`src/hw/rtl/lcats_pkg.sv`:
```
// Shared constants, codes and types of the load cell ADC reader with tare and scaling.
package lcats_pkg;

   // Conversion and timing constants.
   localparam int SAMPLE_BITS       = 24;
   localparam int TARE_READS        = 5;
   localparam int HALF_PERIOD_TICKS = 1;

   localparam int RAW_W     = 24;
   localparam int GAIN_W    = 2;
   localparam int SCALE_W   = 16;
   localparam int LIMIT_W   = 24;
   localparam int ACTION_W  = 2;
   localparam int DELAY_W   = 8;
   localparam int BIT_CNT_W = $clog2(SAMPLE_BITS + 1);
   localparam int READS_W   = $clog2(TARE_READS + 1);

   localparam logic [DELAY_W-1:0] HALF_RELOAD = DELAY_W'(HALF_PERIOD_TICKS - 1);

   // Divider: quotient bits, divisor width (20 * scale), remainder width and
   // step counter width. The remainder is wider than the divisor, which follows
   // the live scale setting, so a scale change during a division alters the quotient.
   localparam int QUOT_BITS = 33;
   localparam int QUOT_W    = QUOT_BITS;
   localparam int DIV_W     = SCALE_W + 5;
   localparam int REM_W     = 40;
   localparam int STEPS_W   = $clog2(QUOT_BITS + 1);
   localparam int ROUND_MUL = 200;

   // Action codes.
   localparam logic [ACTION_W-1:0] ACT_NONE  = 2'd0;
   localparam logic [ACTION_W-1:0] ACT_TARE  = 2'd1;
   localparam logic [ACTION_W-1:0] ACT_WEIGH = 2'd2;

   // Configuration register indexes.
   localparam int CSR_IDX_W = 2;
   localparam logic [CSR_IDX_W-1:0] CSR_GAIN_MODE      = 2'd0;
   localparam logic [CSR_IDX_W-1:0] CSR_SCALE_TENTHS   = 2'd1;
   localparam logic [CSR_IDX_W-1:0] CSR_MAX_WEIGHT     = 2'd2;
   localparam logic [CSR_IDX_W-1:0] CSR_MAX_BELOW_TARE = 2'd3;

   localparam logic [GAIN_W-1:0]  GAIN_MODE_RST      = 2'd0;
   localparam logic [SCALE_W-1:0] SCALE_TENTHS_RST   = 16'd7400;
   localparam logic [LIMIT_W-1:0] MAX_WEIGHT_RST     = 24'd5000;
   localparam logic [LIMIT_W-1:0] MAX_BELOW_TARE_RST = 24'd1000;

   // Result stream layout.
   localparam int RSP_W          = 56;
   localparam int RSP_CLOCK_BIT  = 0;
   localparam int RSP_BUSY_BIT   = 1;
   localparam int RSP_DONE_BIT   = 2;
   localparam int RSP_WEIGHT_LSB = 3;
   localparam int RSP_ERROR_BIT  = 27;
   localparam int RSP_RAW_LSB    = 28;
   localparam int REQ_W          = 8;

   typedef struct packed {
      logic [GAIN_W-1:0]  gain_mode;
      logic [SCALE_W-1:0] scale_tenths;
      logic [LIMIT_W-1:0] max_weight;
      logic [LIMIT_W-1:0] max_below_tare;
   } cfg_type;

   typedef struct packed {
      logic              load;
      logic              step;
      logic [QUOT_W-1:0] dividend;
   } div_cmd_type;

   typedef struct packed {
      logic [QUOT_W-1:0] quot_next;
      logic              last;
   } div_stat_type;

   typedef struct packed {
      logic             clock_pin;
      logic             busy_res;
      logic             done_res;
      logic [RAW_W-1:0] weight;
      logic             error;
      logic [RAW_W-1:0] raw_sample;
   } result_type;

endpackage

```
`src/hw/rtl/lcats_div.sv`:
```
// Restoring divider that produces one quotient bit per tick.
module lcats_div
   import lcats_pkg::*;
(
   input  logic               clock,
   input  logic               reset,
   input  logic [SCALE_W-1:0] scale_tenths,
   input  div_cmd_type        cmd,
   output div_stat_type       stat
);

   logic [REM_W-1:0]   rem_ff, rem_in;
   logic [QUOT_W-1:0]  quot_ff, quot_in;
   logic [STEPS_W-1:0] steps_ff, steps_in;

   logic [DIV_W-1:0]   divisor;
   logic [REM_W-1:0]   divisor_ext;
   logic [REM_W-1:0]   rem_shift;
   logic               fits;
   logic [QUOT_W-1:0]  quot_step;
   logic [REM_W-1:0]   rem_step;
   logic [STEPS_W-1:0] steps_dec;

   always_comb begin
      // 20 * scale as 16 * scale + 4 * scale.
      divisor     = {1'b0, scale_tenths, 4'b0000} + {3'b000, scale_tenths, 2'b00};
      divisor_ext = {{(REM_W-DIV_W){1'b0}}, divisor};
      rem_shift   = {rem_ff[REM_W-2:0], quot_ff[QUOT_W-1]};
      fits        = rem_shift >= divisor_ext;
      rem_step    = fits ? (rem_shift - divisor_ext) : rem_shift;
      quot_step   = {quot_ff[QUOT_W-2:0], fits};
      steps_dec   = (steps_ff != '0) ? steps_ff - STEPS_W'(1) : steps_ff;

      stat.quot_next = (steps_ff != '0) ? quot_step : quot_ff;
      stat.last      = (steps_dec == '0);

      rem_in   = rem_ff;
      quot_in  = quot_ff;
      steps_in = steps_ff;
      if (cmd.load) begin
         rem_in   = '0;
         quot_in  = cmd.dividend;
         steps_in = STEPS_W'(QUOT_BITS);
      end else if (cmd.step && (steps_ff != '0)) begin
         rem_in   = rem_step;
         quot_in  = quot_step;
         steps_in = steps_dec;
      end
   end

   always_ff @(posedge clock) begin
      if (reset) begin
         rem_ff   <= '0;
         quot_ff  <= '0;
         steps_ff <= '0;
      end else begin
         rem_ff   <= rem_in;
         quot_ff  <= quot_in;
         steps_ff <= steps_in;
      end
   end

endmodule

```
`src/hw/rtl/lcats_ctrl.sv`:
```
// Tick sequencer for the ADC pins, tare and weigh actions, and result assembly.
module lcats_ctrl
   import lcats_pkg::*;
(
   input  logic                clock,
   input  logic                reset,
   input  logic                tick,
   input  logic [ACTION_W-1:0] action,
   input  logic                data_pin,
   input  cfg_type             cfg,
   input  div_stat_type        div_stat,
   output div_cmd_type         div_cmd,
   output result_type          result
);

   localparam logic [2:0] PH_IDLE    = 3'd0;
   localparam logic [2:0] PH_WAIT    = 3'd1;
   localparam logic [2:0] PH_BIT_HI  = 3'd2;
   localparam logic [2:0] PH_BIT_LO  = 3'd3;
   localparam logic [2:0] PH_GAIN_HI = 3'd4;
   localparam logic [2:0] PH_GAIN_LO = 3'd5;
   localparam logic [2:0] PH_DIVIDE  = 3'd6;

   logic [2:0]           phase_ff, phase_in;
   logic [ACTION_W-1:0]  pend_ff, pend_in;
   logic [BIT_CNT_W-1:0] bit_cnt_ff, bit_cnt_in;
   logic [DELAY_W-1:0]   delay_ff, delay_in;
   logic [RAW_W-1:0]     shift_ff, shift_in;
   logic [RAW_W-1:0]     tare_ff, tare_in;
   logic [READS_W-1:0]   reads_ff, reads_in;
   logic [RAW_W-1:0]     weight_ff, weight_in;
   logic                 error_ff, error_in;

   logic                 clk_lvl;
   logic                 done;
   logic                 above;
   logic                 below;
   logic                 over;
   logic [RAW_W-1:0]     diff_up;
   logic [RAW_W-1:0]     diff_down;
   logic [QUOT_W-1:0]    scaled;
   logic [QUOT_W-1:0]    net;
   logic [GAIN_W-1:0]    gain_sel;
   logic [BIT_CNT_W-1:0] pulses;
   logic [READS_W-1:0]   reads_inc;

   always_comb begin
      above     = shift_ff > tare_ff;
      diff_up   = shift_ff - tare_ff;
      diff_down = tare_ff - shift_ff;
      // Dividend: 200 * (raw - tare) + scale, for a quotient in whole units.
      scaled    = {{(QUOT_W-RAW_W){1'b0}}, diff_up} * QUOT_W'(ROUND_MUL)
                  + {{(QUOT_W-SCALE_W){1'b0}}, cfg.scale_tenths};
      net       = above ? div_stat.quot_next : '0;
      over      = net > {{(QUOT_W-LIMIT_W){1'b0}}, cfg.max_weight};
      below     = (shift_ff < tare_ff) && (diff_down > cfg.max_below_tare);
      gain_sel  = (cfg.gain_mode > 2'd2) ? 2'd2 : cfg.gain_mode;
      pulses    = BIT_CNT_W'(gain_sel) + BIT_CNT_W'(1);
      reads_inc = reads_ff + READS_W'(1);

      phase_in   = phase_ff;
      pend_in    = pend_ff;
      bit_cnt_in = bit_cnt_ff;
      delay_in   = delay_ff;
      shift_in   = shift_ff;
      tare_in    = tare_ff;
      reads_in   = reads_ff;
      weight_in  = weight_ff;
      error_in   = error_ff;
      clk_lvl    = 1'b0;
      done       = 1'b0;

      div_cmd.load     = 1'b0;
      div_cmd.step     = 1'b0;
      div_cmd.dividend = above ? scaled : '0;

      unique case (phase_ff)
         PH_IDLE: begin
            if ((action == ACT_TARE) || (action == ACT_WEIGH)) begin
               pend_in  = action;
               reads_in = '0;
               phase_in = PH_WAIT;
            end
         end
         PH_WAIT: begin
            // The ADC pulls its data line low when a conversion is ready.
            if (!data_pin) begin
               shift_in   = '0;
               bit_cnt_in = '0;
               delay_in   = HALF_RELOAD;
               phase_in   = PH_BIT_HI;
               clk_lvl    = 1'b1;
            end
         end
         PH_BIT_HI: begin
            if (delay_ff != '0) begin
               delay_in = delay_ff - DELAY_W'(1);
               clk_lvl  = 1'b1;
            end else begin
               shift_in   = {shift_ff[RAW_W-2:0], data_pin};
               bit_cnt_in = bit_cnt_ff + BIT_CNT_W'(1);
               delay_in   = HALF_RELOAD;
               phase_in   = PH_BIT_LO;
            end
         end
         PH_BIT_LO: begin
            if (delay_ff != '0) begin
               delay_in = delay_ff - DELAY_W'(1);
            end else if (bit_cnt_ff < BIT_CNT_W'(SAMPLE_BITS)) begin
               delay_in = HALF_RELOAD;
               phase_in = PH_BIT_HI;
               clk_lvl  = 1'b1;
            end else begin
               bit_cnt_in = '0;
               delay_in   = HALF_RELOAD;
               phase_in   = PH_GAIN_HI;
               clk_lvl    = 1'b1;
            end
         end
         PH_GAIN_HI: begin
            if (delay_ff != '0) begin
               delay_in = delay_ff - DELAY_W'(1);
               clk_lvl  = 1'b1;
            end else begin
               bit_cnt_in = bit_cnt_ff + BIT_CNT_W'(1);
               delay_in   = HALF_RELOAD;
               phase_in   = PH_GAIN_LO;
            end
         end
         PH_GAIN_LO: begin
            if (delay_ff != '0) begin
               delay_in = delay_ff - DELAY_W'(1);
            end else if (bit_cnt_ff < pulses) begin
               delay_in = HALF_RELOAD;
               phase_in = PH_GAIN_HI;
               clk_lvl  = 1'b1;
            end else if (pend_ff == ACT_TARE) begin
               tare_in  = shift_ff;
               reads_in = reads_inc;
               if (reads_inc >= READS_W'(TARE_READS)) begin
                  error_in = 1'b0;
                  phase_in = PH_IDLE;
                  done     = 1'b1;
               end else begin
                  phase_in = PH_WAIT;
               end
            end else begin
               div_cmd.load = tick;
               phase_in     = PH_DIVIDE;
            end
         end
         PH_DIVIDE: begin
            div_cmd.step = tick;
            if (div_stat.last) begin
               weight_in = (net[QUOT_W-1:RAW_W] != '0) ? '1 : net[RAW_W-1:0];
               error_in  = over || below;
               phase_in  = PH_IDLE;
               done      = 1'b1;
            end
         end
         default: begin
            phase_in = PH_IDLE;
         end
      endcase

      result.clock_pin  = clk_lvl;
      result.busy_res   = (phase_in != PH_IDLE);
      result.done_res   = done;
      result.weight     = weight_in;
      result.error      = done && error_in;
      result.raw_sample = shift_in;
   end

   always_ff @(posedge clock) begin
      if (reset) begin
         phase_ff   <= PH_IDLE;
         pend_ff    <= ACT_NONE;
         bit_cnt_ff <= '0;
         delay_ff   <= '0;
         shift_ff   <= '0;
         tare_ff    <= '0;
         reads_ff   <= '0;
         weight_ff  <= '0;
         error_ff   <= 1'b0;
      end else if (tick) begin
         phase_ff   <= phase_in;
         pend_ff    <= pend_in;
         bit_cnt_ff <= bit_cnt_in;
         delay_ff   <= delay_in;
         shift_ff   <= shift_in;
         tare_ff    <= tare_in;
         reads_ff   <= reads_in;
         weight_ff  <= weight_in;
         error_ff   <= error_in;
      end
   end

endmodule

```
`src/hw/rtl/load_cell_adc_reader_tare_scale.sv`:
```
// Top level of the load cell ADC reader: stream stages, configuration and core.
//
// Each request transaction is one tick of the ADC pin interface: it carries the
// action requested on that tick and the sampled level of the ADC data line. Each
// tick yields exactly one response transaction with the serial clock level to
// drive, busy and done flags, the held weight, the error flag and the raw sample.
// Configuration writes on the csr channel set gain mode, scale in tenths and the
// two error limits; csr_ready is always high.
// The block takes one request per cycle while the receiver is not stalling.
// A request is captured in an input register and processed when the output
// register is empty or being read, which loads its response into that register.
// A weigh action lasts one conversion (wait for data low, then 24 data pulses
// plus gain pulses on the ADC clock) followed by a 33-bit division, one
// quotient bit per tick; a tare action lasts five conversions.
// Reset empties both stream stages, returns the sequencer to idle with the ADC
// clock low, clears tare and held results, and loads the register defaults.
// When the receiver stalls, the response is held and the input register fills;
// request acceptance stops until the response is taken.
module load_cell_adc_reader_tare_scale
   import lcats_pkg::*;
(
   input  logic                 clock,
   input  logic                 reset,
   input  logic                 req_tvalid,
   output logic                 req_tready,
   input  logic [REQ_W-1:0]     req_tdata,   // action[1:0], data_pin[2], zero[7:3]
   output logic                 rsp_tvalid,
   input  logic                 rsp_tready,
   output logic [RSP_W-1:0]     rsp_tdata,   // clock_pin[0], busy_res[1], done_res[2],
                                             // weight[26:3], error[27], raw_sample[51:28],
                                             // zero[55:52]
   input  logic                 csr_valid,
   output logic                 csr_ready,
   input  logic [CSR_IDX_W-1:0] csr_index,
   input  logic [LIMIT_W-1:0]   csr_data
);

   logic                in_valid_ff, in_valid_in;
   logic [ACTION_W-1:0] in_action_ff;
   logic                in_pin_ff;
   logic                out_valid_ff, out_valid_in;
   result_type          out_ff;
   cfg_type             cfg_ff, cfg_in;

   logic                tick;
   logic                req_take;
   result_type          result;
   div_cmd_type         div_cmd;
   div_stat_type        div_stat;

   assign tick       = in_valid_ff && (!out_valid_ff || rsp_tready);
   assign req_tready = !in_valid_ff || tick;
   assign req_take   = req_tvalid && req_tready;
   assign csr_ready  = 1'b1;
   assign rsp_tvalid = out_valid_ff;

   always_comb begin
      in_valid_in  = req_take || (in_valid_ff && !tick);
      out_valid_in = tick || (out_valid_ff && !rsp_tready);

      cfg_in = cfg_ff;
      if (csr_valid) begin
         unique case (csr_index)
            CSR_GAIN_MODE:      cfg_in.gain_mode      = csr_data[GAIN_W-1:0];
            CSR_SCALE_TENTHS:   cfg_in.scale_tenths   = csr_data[SCALE_W-1:0];
            CSR_MAX_WEIGHT:     cfg_in.max_weight     = csr_data;
            CSR_MAX_BELOW_TARE: cfg_in.max_below_tare = csr_data;
            default:            cfg_in                = cfg_ff;
         endcase
      end

      rsp_tdata = '0;
      rsp_tdata[RSP_CLOCK_BIT]                   = out_ff.clock_pin;
      rsp_tdata[RSP_BUSY_BIT]                    = out_ff.busy_res;
      rsp_tdata[RSP_DONE_BIT]                    = out_ff.done_res;
      rsp_tdata[RSP_WEIGHT_LSB +: RAW_W]         = out_ff.weight;
      rsp_tdata[RSP_ERROR_BIT]                   = out_ff.error;
      rsp_tdata[RSP_RAW_LSB +: RAW_W]            = out_ff.raw_sample;
   end

   always_ff @(posedge clock) begin
      if (reset) begin
         in_valid_ff           <= 1'b0;
         out_valid_ff          <= 1'b0;
         cfg_ff.gain_mode      <= GAIN_MODE_RST;
         cfg_ff.scale_tenths   <= SCALE_TENTHS_RST;
         cfg_ff.max_weight     <= MAX_WEIGHT_RST;
         cfg_ff.max_below_tare <= MAX_BELOW_TARE_RST;
      end else begin
         in_valid_ff  <= in_valid_in;
         out_valid_ff <= out_valid_in;
         cfg_ff       <= cfg_in;
      end
   end

   always_ff @(posedge clock) begin
      if (req_take) begin
         in_action_ff <= req_tdata[ACTION_W-1:0];
         in_pin_ff    <= req_tdata[ACTION_W];
      end
      if (tick) begin
         out_ff <= result;
      end
   end

   lcats_ctrl u_ctrl (
      .clock    (clock),
      .reset    (reset),
      .tick     (tick),
      .action   (in_action_ff),
      .data_pin (in_pin_ff),
      .cfg      (cfg_ff),
      .div_stat (div_stat),
      .div_cmd  (div_cmd),
      .result   (result)
   );

   lcats_div u_div (
      .clock        (clock),
      .reset        (reset),
      .scale_tenths (cfg_ff.scale_tenths),
      .cmd          (div_cmd),
      .stat         (div_stat)
   );

endmodule

```
`config.mk`:
```
export PLATFORM = sky130hd
export DESIGN_NAME = load_cell_adc_reader_tare_scale
export DESIGN_NICKNAME = d
export VERILOG_FILES = /design/src/hw/rtl/lcats_pkg.sv /design/src/hw/rtl/lcats_div.sv /design/src/hw/rtl/lcats_ctrl.sv /design/src/hw/rtl/load_cell_adc_reader_tare_scale.sv
export SDC_FILE = /design/constraint.sdc
export NUM_CORES = 1
export LEC_CHECK = 0
export ABC_AREA = 1
export BUFFER_PORTS_ARGS = -buffer_cell sky130_fd_sc_hd__buf_4
export CORE_MARGIN = 2
export CORE_UTILIZATION = 55
export CTS_BUF_LIST = sky130_fd_sc_hd__clkbuf_8
export DETAILED_ROUTE_END_ITERATION = 8
export HOLD_SLACK_MARGIN = 0.12
export PLACE_DENSITY = 0.72
export SLEW_MARGIN = 25
export SYNTH_ARGS = -nofsm -noshare
export SYNTH_HDL_FRONTEND = slang
export SYNTH_HIERARCHICAL = 1
export SYNTH_SLANG_ARGS = --single-unit
```
`constraint.sdc`:
```
create_clock -name clock -period 11.15 [get_ports clock]
set_clock_uncertainty 0.2 [all_clocks]
set_input_delay 0.5575 -clock clock [delete_from_list [all_inputs] [get_ports clock]]
set_output_delay 0.5575 -clock clock [all_outputs]
set_load 0.02 [all_outputs]
```
==> summary.md <==
| Metric | Value |
|---|---|
| Top Metal Used | met4 |
| Syn Inst Count | 3410 |
| Leakage | 12.9 nW |
| Share of flip-flops with an asynchronous set or reset | 0 |
| Hold WS | 0.204 ns |
| Fmax | 142 MHz |
| VDD IR max | 0.193 mV |
| Worst min path class | in2reg |
| Most common cell in the netlist | nand2_1 |
| Slowest stage delay, CP | 0.49 ns |
| Setup WS post-layout | 4.13 ns |
| CP Max Fanout | 7 |
| Initial Util | 0.554 |
| Port bufs | 87 |
| Wl on met1 | 27.8 mm |
| RSZ-0062 raised after global routing | false |
| Final TNS setup | 0 ns |
| Fin cells | 4068 |
| Synth warnings | 6 |
| Post-synthesis mux area share | 0 |
| Unique cell type count in the Yosys netlist | 68 |
| Status | complete, no violations |
| H-tree depth | 2 |
| Num rows | 75 |
| Max-slew violations | 0 |
| Seq/Total Area, Yosys | 0.279 |
| Post-synthesis compound-gate area fraction | 0.167 |
| DIE WIDTH | 209 µm |
| # diodes | 0 |
| FF+latch count, synth | 295 |
| Reg clk slew, reported paths | 0.06 ns |
| Layout cell share with drive strength beyond 1 | 0.0742 |
| Die Ht | 209 µm |
| Initial antenna violation count | 0 |
| Initial DRT Pass Iterations | 7 |
| Avg Inst Size Synth | 6.78 µm² |
| Placer Congestion | 0.936 |
| Simple-gate share of the synthesized area | 0.240 |
| Final hold violation count | 0 |
| Inst Count DP | 3934 |
| Vias per cell | 5.40 |
| Slowest CP cell | fa_1 |
| Final Core Density | 0.611 |
| Vias in the first global route | 21065 |
| Least-Margin Pin Slew | 0.968 ns |
| CP most frequent cell | ha_1 |
| Top cells by area, synth | dfxtp_1 (21%), ha_1 (12%), nand2_1 (12%) |
| Core ar. | 0.0418 mm² |
| Top cells by count, synth | nand2_1 (718), inv_1 (623), nor2_1 (307) |
| DRC | 0 |
| Main combinational cell family by area after synthesis | simple AND/OR/NAND/NOR gates |
| Post-synthesis xor/xnor area fraction | 0.0408 |
| Total design power | 5.74 mW |
| Global route total overflow | 0 |
| First-pass GRT wire length | 106 mm |
| I/O pins | 98 |
| Worst Setup End Kind | flop |
| Clock Latency Late Sink | 0.67 ns |
| Rel. slew slack | 0.354 |
| Tcrit/Tclk final | 0.630 |
| Final WL | 65.6 mm |
| # setup viols final | 0 |
| Met2 Routed Length | 31.7 mm |
| Min Tclk post-route | 7.02 ns |
| Mapped Area | 0.0231 mm² |
| Post-CTS Setup Inserts | 0 |
| CP Class | reg2reg |
| Area leader, netlist | dfxtp_1 |
| Post-synth EDFFs | 55 |
| Hpwl dp | 50.3 mm |
| Number of routed nets with antenna violations | 0 |
| Arrival time at the worst endpoint | 7.42 ns |
| Max cap viols | 0 |
| Area Overhead vs Synth | 10.3% |
| Pin count of the biggest net entering global routing | 76 |
| Post-place instance area | 0.0240 mm² |
| DR WL/cell | 16.1 µm |
| Pre-CTS WS | 4.11 ns |
| Aggregate global-route resource usage | 0.298 |
| Startpoint type of the worst setup path | flop |
| DRT iter0 DRCs | 1559 |
| Final instance area | 0.0255 mm² |
| CTS tree | built |
| Req. time, crit path | 11.54 ns |
| Main synth FF type | dfxtp_1 |
| CTS sink cnt | 295 |
| Routed wl met3 | 3.45 mm |
| Via count | 21983 |
| Top-area cell type share of the netlist area | 0.208 |
| Pwr dens | 225 mW/mm² |
| Adder-cell share of the synthesized area | 0.142 |
| CTS Buf Count | 52 |
| Nets@finish | 3772 |
| CTS Root Cell | clkbuf_8 |
| Die area | 0.0437 mm² |
| Max Buffers Root-to-Sink | 3 |
-- sequential cells by signal (all words and copies together), names as in the netlist, 2 cells and up --
name and cells:
u_ctrl/bit_cnt_ff 5, rsp_tdata 52, u_div/rem_ff 39, in_action_ff 2, u_div/quot_ff 33, u_ctrl/tare_ff 24, u_div/steps_ff 6, u_ctrl/phase_ff 3
u_ctrl/shift_ff 24, u_ctrl/delay_ff 8, u_ctrl/weight_ff 24, cfg_ff 66, u_ctrl/reads_ff 3, u_ctrl/pend_ff 2
-- worst max-delay path: cells and delay by family (launching register included) --
kind	cells	cell delay (ns)
fa+ha+maj	6	2.17
compound gates	6	1.78
simple gates	14	1.70
xor+xnor	2	0.48
flops	1	0.36
buf+inv	4	0.26
-- cells in the final DEF, fill, tap and decap left out, types with 7 or more instances in the layout --
cell,netlist,layout
dfxtp_1,240,240
a32oi_1,10,10
xnor2_1,15,15
clkbuf_8,0,67
xor2_1,86,86
a21oi_1,300,299
a31oi_1,40,40
nand2_1,718,718
dlygate4sd3_1,0,36
buf_4,13,102
a21o_1,13,13
o21ai_1,14,14
nand4_1,27,27
nor2_1,307,307
nand2_2,16,16
ha_1,224,224
inv_1,623,638
a211oi_1,7,7
fa_1,24,24
o211ai_1,11,11
inv_2,15,15
o22ai_1,49,49
nor2_4,9,9
nand3_2,7,7
nand3_1,131,131
o21ai_0,217,217
nor3_1,41,41
edfxtp_1,55,55
-- where the power goes --
group / internal (mW) / switching (mW)
clock: 0.616 / 0.505
combinational: 1.18 / 2.28
sequential: 1.13 / 0.0278
total: 2.93 / 2.82
-- worst paths after layout --
kind                      startpoint              endpoint  slack [ns]  depth (start not counted)
hold / removal                 reset  u_ctrl/bit_cnt_ff[1]        0.20                          2
setup / recovery  u_ctrl/shift_ff[2]     u_div/quot_ff[32]        4.13                         32
setup reg to reg  u_ctrl/shift_ff[2]     u_div/quot_ff[32]        4.13                         32
hold reg to reg   u_ctrl/tare_ff[23]    u_ctrl/tare_ff[23]        0.27                          2
-- cell families after synthesis --
family / after synthesis
AND/OR/NAND/NOR: 1301
flip-flops: 295
buffers and inverters: 759
other: 3
adder cells (fa/ha/maj): 248
XOR/XNOR: 104
AO/OA/AOI/OAI: 700
-- cell type report --
| type | count | area [µm²] |
|---|---|---|
| clock buffer | 67 | 922 |
| clock inverter | 31 | 238 |
| fill | 3873 | 16300 |
| inverter | 639 | 2400 |
| multi-input combinational | 2359 | 13700 |
| sequential | 295 | 6460 |
| tap | 539 | 674 |
| timing repair buffer | 138 | 1130 |
-- per-layer routing --
layer	GRT usage	vias up
met2	0.525	655
met4	0.126	0
met5	0	-
li1	-	11131
met1	0.363	10054
met3	0.0430	143
-- timing repair --
| item | in CTS | in global routing |
|---|---|---|
| gates resized for setup | 0 | 0 |
| endpoints found under the hold margin | 74 | 0 |
| hold buffers | 36 | 0 |
No activity file was read; power rests on OpenSTA's default activity.
